File: config.mk
export PLATFORM = sky130hd
export DESIGN_NAME = rsht_ctrl
export DESIGN_NICKNAME = d
export VERILOG_FILES = /design/src/hdl/rsht_pkg.sv /design/src/hdl/rsht_ctrl.sv
export SDC_FILE = /design/constraint.sdc
export NUM_CORES = 1
export LEC_CHECK = 0
export ABC_AREA = 1
export BUFFER_PORTS_ARGS = -buffer_cell sky130_fd_sc_hd__buf_2
export CELL_PAD_IN_SITES_DETAIL_PLACEMENT = 0
export CELL_PAD_IN_SITES_GLOBAL_PLACEMENT = 2
export CORE_UTILIZATION = 29
export CTS_CLUSTER_DIAMETER = 100
export DETAILED_ROUTE_END_ITERATION = 8
export GPL_ROUTABILITY_DRIVEN = 0
export GPL_TIMING_DRIVEN = 0
export PLACE_DENSITY_LB_ADDON = 0.1
export SYNTH_ARGS = -nofsm -noshare
export SYNTH_HDL_FRONTEND = slang
export SYNTH_SLANG_ARGS = --single-unit
File: constraint.sdc
create_clock -name clk -period 2.15 [get_ports clk]
set_clock_uncertainty 0.1 [all_clocks]
set_input_delay 0.43 -clock clk [delete_from_list [all_inputs] [get_ports clk]]
set_output_delay 0.43 -clock clk [all_outputs]
set_load 0.01 [all_outputs]
File: src/hdl/rsht_pkg.sv
// Shared types, constants and tables for the rotated shape hit tester.
// Used by every module of the block; depends on nothing.
`timescale 1ns / 1ps

package rsht_pkg;

    localparam int MAX_SHAPES = 64;
    localparam int ENTRY_W = $clog2(MAX_SHAPES);
    localparam int COUNT_W = 7;
    localparam int CORDIC_STEPS = 16;
    localparam int ITER_W = $clog2(CORDIC_STEPS);
    localparam int HALF_W = 27;
    localparam int TRIG_W = 27;
    localparam int ZACC_W = 29;
    localparam int OPND_W = 32;
    localparam int PROD_W = 64;
    localparam int REG_ADDR_W = 4;

    localparam int TURN_UNITS = 23040;
    localparam int QUARTER_UNITS = 5760;
    localparam int CORDIC_START = 10188014;

    localparam logic OP_LOAD = 1'b0;
    localparam logic OP_QUERY = 1'b1;

    localparam logic [1:0] KIND_RECT = 2'd0;
    localparam logic [1:0] KIND_TRI = 2'd1;
    localparam logic [1:0] KIND_CIRCLE = 2'd2;
    localparam logic [1:0] KIND_QUAD = 2'd3;

    localparam logic [1:0] REG_CENTER_X = 2'd0;
    localparam logic [1:0] REG_CENTER_Y = 2'd1;
    localparam logic [1:0] REG_SHAPE_COUNT = 2'd2;

    typedef enum logic [3:0] {
        X_HX, X_HY,
        X_R0X, X_R0Y, X_R1X, X_R1Y, X_R2X, X_R2Y, X_R3X, X_R3Y,
        X_T0, X_T1, X_T2, X_T3
    } xid_t;

    typedef struct packed {
        logic load_we;
        logic query_go;
        logic fetch;
        logic mul_a;
        logic mul_b;
        logic cross_wr;
        xid_t xid;
        logic cordic_start;
        logic res_hit;
        logic res_miss;
        logic ent_dec;
    } dp_cmd_t;

    typedef struct packed {
        logic       empty;
        logic [1:0] kind;
        logic       cordic_busy;
        logic       hit_now;
        logic       ent_zero;
    } dp_stat_t;

    function automatic xid_t xid_succ(input xid_t x);
        return xid_t'(4'(x) + 4'd1);
    endfunction

    function automatic logic xid_last(input xid_t x, input logic [1:0] kind);
        logic last;
        case (kind)
            KIND_CIRCLE: last = (x == X_T1);
            KIND_TRI:    last = (x == X_T2);
            default:     last = (x == X_T3);
        endcase
        return last;
    endfunction

    // Arctangent of 2^-i in degrees, Q.20.
    function automatic logic [25:0] atan_deg(input logic [4:0] i);
        logic [25:0] v;
        case (i)
            5'd0:    v = 26'd47185920;
            5'd1:    v = 26'd27855475;
            5'd2:    v = 26'd14718068;
            5'd3:    v = 26'd7471121;
            5'd4:    v = 26'd3750058;
            5'd5:    v = 26'd1876857;
            5'd6:    v = 26'd938658;
            5'd7:    v = 26'd469357;
            5'd8:    v = 26'd234682;
            5'd9:    v = 26'd117342;
            5'd10:   v = 26'd58671;
            5'd11:   v = 26'd29335;
            5'd12:   v = 26'd14668;
            5'd13:   v = 26'd7334;
            5'd14:   v = 26'd3667;
            5'd15:   v = 26'd1833;
            5'd16:   v = 26'd917;
            5'd17:   v = 26'd458;
            5'd18:   v = 26'd229;
            5'd19:   v = 26'd115;
            5'd20:   v = 26'd57;
            5'd21:   v = 26'd29;
            5'd22:   v = 26'd14;
            5'd23:   v = 26'd7;
            default: v = 26'd0;
        endcase
        return v;
    endfunction

endpackage

File: src/hdl/rsht_ctrl.sv
// Controller state machine: accepts commands, sequences the per-entry
// cross products and CORDIC run, and issues the result beat. Depends on rsht_pkg.
`timescale 1ns / 1ps

module rsht_ctrl
    import rsht_pkg::*;
(
    input  logic     clk,
    input  logic     rst_n,
    input  logic     start,
    input  logic     opcode,
    output logic     busy,
    output logic     done,
    output dp_cmd_t  cmd,
    input  dp_stat_t stat
);

    typedef enum logic [5:0] {
        ST_IDLE   = 6'b000001,
        ST_FETCH  = 6'b000010,
        ST_CROSS  = 6'b000100,
        ST_CORDIC = 6'b001000,
        ST_DECIDE = 6'b010000,
        ST_RESULT = 6'b100000
    } state_t;

    localparam logic [1:0] PH_A = 2'd0;
    localparam logic [1:0] PH_B = 2'd1;
    localparam logic [1:0] PH_W = 2'd2;

    state_t     state_reg, state_next;
    logic [1:0] phase_reg, phase_next;
    xid_t       xid_reg, xid_next;

    always_ff @(posedge clk or negedge rst_n)
    begin
        if (!rst_n)
        begin
            state_reg <= ST_IDLE;
            phase_reg <= PH_A;
            xid_reg <= X_HX;
        end
        else
        begin
            state_reg <= state_next;
            phase_reg <= phase_next;
            xid_reg <= xid_next;
        end
    end

    always_comb
    begin
        state_next = state_reg;
        phase_next = phase_reg;
        xid_next = xid_reg;
        cmd = '0;
        cmd.xid = xid_reg;
        case (state_reg)
            ST_IDLE:
            begin
                if (start)
                begin
                    if (opcode == OP_LOAD)
                    begin
                        cmd.load_we = 1'b1;
                    end
                    else
                    begin
                        cmd.query_go = 1'b1;
                        if (stat.empty)
                        begin
                            cmd.res_miss = 1'b1;
                            state_next = ST_RESULT;
                        end
                        else
                        begin
                            state_next = ST_FETCH;
                        end
                    end
                end
            end
            ST_FETCH:
            begin
                cmd.fetch = 1'b1;
                xid_next = X_HX;
                phase_next = PH_A;
                state_next = ST_CROSS;
            end
            ST_CROSS:
            begin
                case (phase_reg)
                    PH_A:
                    begin
                        cmd.mul_a = 1'b1;
                        phase_next = PH_B;
                    end
                    PH_B:
                    begin
                        cmd.mul_b = 1'b1;
                        phase_next = PH_W;
                    end
                    default:
                    begin
                        cmd.cross_wr = 1'b1;
                        phase_next = PH_A;
                        if (xid_reg == X_HY)
                        begin
                            cmd.cordic_start = 1'b1;
                            xid_next = X_R0X;
                            state_next = ST_CORDIC;
                        end
                        else if (xid_last(xid_reg, stat.kind))
                        begin
                            state_next = ST_DECIDE;
                        end
                        else
                        begin
                            xid_next = xid_succ(xid_reg);
                        end
                    end
                endcase
            end
            ST_CORDIC:
            begin
                if (!stat.cordic_busy)
                begin
                    state_next = ST_CROSS;
                end
            end
            ST_DECIDE:
            begin
                if (stat.hit_now)
                begin
                    cmd.res_hit = 1'b1;
                    state_next = ST_RESULT;
                end
                else if (stat.ent_zero)
                begin
                    cmd.res_miss = 1'b1;
                    state_next = ST_RESULT;
                end
                else
                begin
                    cmd.ent_dec = 1'b1;
                    state_next = ST_FETCH;
                end
            end
            ST_RESULT:
            begin
                state_next = ST_IDLE;
            end
            default:
            begin
                state_next = ST_IDLE;
            end
        endcase
    end

    assign busy = (state_reg != ST_IDLE);
    assign done = (state_reg == ST_RESULT);

    a_done_single: assert property (@(posedge clk) disable iff (!rst_n)
        done |=> !done)
        else $error("Result beat lasted more than one cycle");

    a_load_no_busy: assert property (@(posedge clk) disable iff (!rst_n)
        (start && !busy && opcode == OP_LOAD) |=> !busy)
        else $error("Load beat made the block busy");

    a_fetch_after_query: assert property (@(posedge clk) disable iff (!rst_n)
        (start && !busy && opcode == OP_QUERY && !stat.empty) |=> cmd.fetch)
        else $error("Query did not start a table walk");

endmodule

==> qor.csv <==
stage,metric,value,unit
yosys,synthesis.area,890,sq um
critical_path,slowest_delay,0.46,ns
timing,fin_hold_ws,0.350,ns
floorplanning,rows,19,
timing,finalWorstSetupSlack,0.0841,ns
timing,setup_violations,0,
critical_path,crit_chain,nor2_4 -> nand4_1 -> buf_4 -> o21ai_0 -> buf_2,
floorplanning,io_pins,26,
route,via_count,865,
route,dr.pass1.iters,4,
critical_path,cp-start-kind,flop,
worst_hold_path,hold_depth,4,
power_and_ir_drop,power.total,0.954,mW
critical_path,worst_path_max_delay_cell,dfrtp_1,
yosys,synth_edf_count,0,
clock_network,cts_root_buf,clkbuf_4,
yosys,synthCells,121,
route,via_per_inst,4.65,
yosys,synth_ff_type,dfrtp_1,
yosys,synth_top_area_cell,dfrtp_1,
yosys,syn_avg_cell_area,7.35,sq um
yosys,ys_seq_area_frac,0.339,
timing,slew_violations,0,
floorplanning,die-area,0.00329,sq mm
clock_network,cts_tree,yes,
clock_network,cts_sinks,12,
timing,period_share,0.961,
power_and_ir_drop,p_clk_frac,0.192,
critical_path,crit_buf_inv,2,
finish,fin_nets,168,
yosys,synthDistinctLibCells,27,
critical_path,required,1.62,ns
yosys,async_reset_ff_frac,1.00,
critical_path,cp_max_fo,6,
run_status,status,"complete, no violations",
finish,drive_above_1_share,0.368,
power_and_ir_drop,cellInternalPower,0.557,mW
timing,fin_crit,2.07,ns
placement,post-place-ws,0.235,ns
finish,largest_register_ffs,6,
timing,hold_viol_final,0,
grt,grt_pass1_vias,823,
timing,tns,0,ns
yosys,synth_area_leaders,"dfrtp_1, inv_1, nand2_1",
yosys,synth_top_cell_area_share,0.309,
critical_path,cp-startpoint,state_reg[1],
grt,antenna_found_initial,0,
grt,grt_overflow,0,
placement,dp_hpwl,1600,microns
power_and_ir_drop,irDropWorstVdd,0.310,mV
grt,grt_max_degree,13,
grt,grt_pass1_wl,3520,microns
grt,grt.total_usage,0.140,
timing,tightest_slew,0.289,ns
power_and_ir_drop,p_leak,0.617,nW
yosys,yosysWarnings,0,
worst_hold_path,hold_start,stat[5],
worst_hold_path,worstHoldEndpoint,state_reg[1],
critical_path,critical-path-top-delay-family,flip-flops,
power_and_ir_drop,netSwitchingPower,0.397,mW
floorplanning,core_area,0.00283,sq mm
finish,antenna_cells,0,
floorplanning,initial_utilization,0.314,
route,finalWirelength,2040,microns
critical_path,endpoint_kind,output port,
run,maxCapViolations,0,
clock_network,clock_latency,0.27,ns
yosys,ys_ff_latch,12,
yosys,syn_nets,133,
worst_hold_path,hold_class,input pin to flop,
power_and_ir_drop,seqPwrFrac,0.327,
critical_path,r2r_slack,0.55,ns
critical_path,r2r_cells,8,
clock_network,ctsHtreeMaxLevel,1,
finish,synthToLayoutAreaGrowth,31.2,%
floorplanning,die_h,57.4,microns
critical_path,path_class,flop to output port,
timing,fmax,0.484,GHz
yosys,synth_most_common_cell,inv_1,
critical_path,reg2reg_from,state_reg[4],
timing,max_slew_margin,0.807,
power_and_ir_drop,switching_share,0.416,
route,drtIter0Drc,15,
critical_path,arrival,1.54,ns
critical_path,r2r_end,xid_reg[1],
placement,numPortBuffers,25,
power_and_ir_drop,combPwrFrac,0.481,
route,drc,0,
route,ant_nets,0,
floorplanning,die_w,57.4,microns
yosys,synth_common_cells,"inv_1, nand2_1, nor2_1",
clock_network,cts_buffers,3,
clock_network,path_clk_slew,0.08,ns
power_and_ir_drop,powerDensity,817,mW/mm^2
clock_network,cts_buffer_depth,2,
route,post_drt_wl_per_cell,11.0,microns
## kinds of logic (layout without fill, tap and decap cells)
logic type | after synthesis | after routing | synth area share
compound gates | 12 | 12 | 0.0914
fa+ha+maj | 2 | 2 | 0.0281
xor+xnor | 2 | 2 | 0.0197
flops | 12 | 12 | 0.339
buf+inv | 25 | 59 | 0.111
simple gates | 68 | 68 | 0.411
## metal layers
metal  GRT usage  share of wire  up-vias
met5           0              0        -
met2       0.236           0.50       14
met4      0.0348         0.0069        0
met1       0.172           0.46      395
li1            -              -      454
met3      0.0476          0.038        2
## worst max-delay path by stage
stage / end / depth (start not counted)
2_1_floorplan: cmd[1] / 6
3_3_place_gp: cmd[1] / 7
3_5_place_dp: cmd[1] / 7
4_1_cts: cmd[1] / 7
5_1_grt: cmd[1] / 5
6_report: cmd[1] / 5
## worst min-delay path, stage by stage
cell	delay, ns
buf_2	0.10
o22ai_1	0.08
inv_1	0.05
nor2_1	0.04
## cells in the final DEF (no fill, tap or decap)
cell,n
dfrtp_1,9
nand4_1,5
o21bai_1,1
a21oi_4,1
nand2_2,4
o22ai_1,3
inv_2,1
a31oi_1,1
buf_4,5
dfstp_2,1
nor3_1,1
nor2_2,3
ha_1,2
clkbuf_8,1
nor3b_1,1
o21ai_1,1
a21oi_1,1
dfrtp_2,2
xor2_1,2
nor2_1,13
nand4_4,1
o31ai_1,1
clkbuf_4,3
clkinv_2,1
dlygate4sd3_1,1
inv_1,22
nand3_4,2
nand2_4,1
nor2_4,6
nand3_1,10
o21ai_0,3
nand2_1,21
buf_2,25
## power by group through the flow
stage | combinational, mW | clock, mW | sequential [mW]
6_report | 0.459 | 0.183 | 0.312
5_1_grt | 0.516 | 0.210 | 0.318
4_1_cts | 0.415 | 0.192 | 0.305
3_5_place_dp | 0.366 | 0 | 0.310
3_3_place_gp | 0.365 | 0 | 0.308
2_1_floorplan | 0.269 | 0 | 0.304
## per-stage QoR
| stage | cell area (sq um) | utilization | std cells |
|---|---|---|---|
| 2_1_floorplan | 890 | - | 121 |
| 3_3_place_gp | 1050 | 0.372 | 177 |
| 3_5_place_dp | 1050 | 0.372 | 177 |
| 4_1_cts | 1130 | 0.398 | 185 |
| 5_1_grt | 1170 | 0.413 | 186 |
| 6_report | 1170 | 0.413 | 186 |
## what timing repair did
item                                    in CTS  in global routing
endpoints found under the setup margin       1                  2
endpoints found under the hold margin       11                  0
setup buffers                                3                  1
resized for setup                            1                 10
pin swaps                                    1                  4
hold buffers                                 1                  0
## final cells by class
| cell class | instances | area [sq um] |
|---|---|---|
| plain buffers | 1 | 7.51 |
| clock buffers | 4 | 36.3 |
| fillers | 303 | 1660 |
| inverters | 24 | 91.3 |
| multi-input cells | 84 | 524 |
| flip-flops and latches | 12 | 304 |
| well taps | 31 | 38.8 |
| repair buffers | 30 | 165 |
Power figures use the tool's default switching activity.
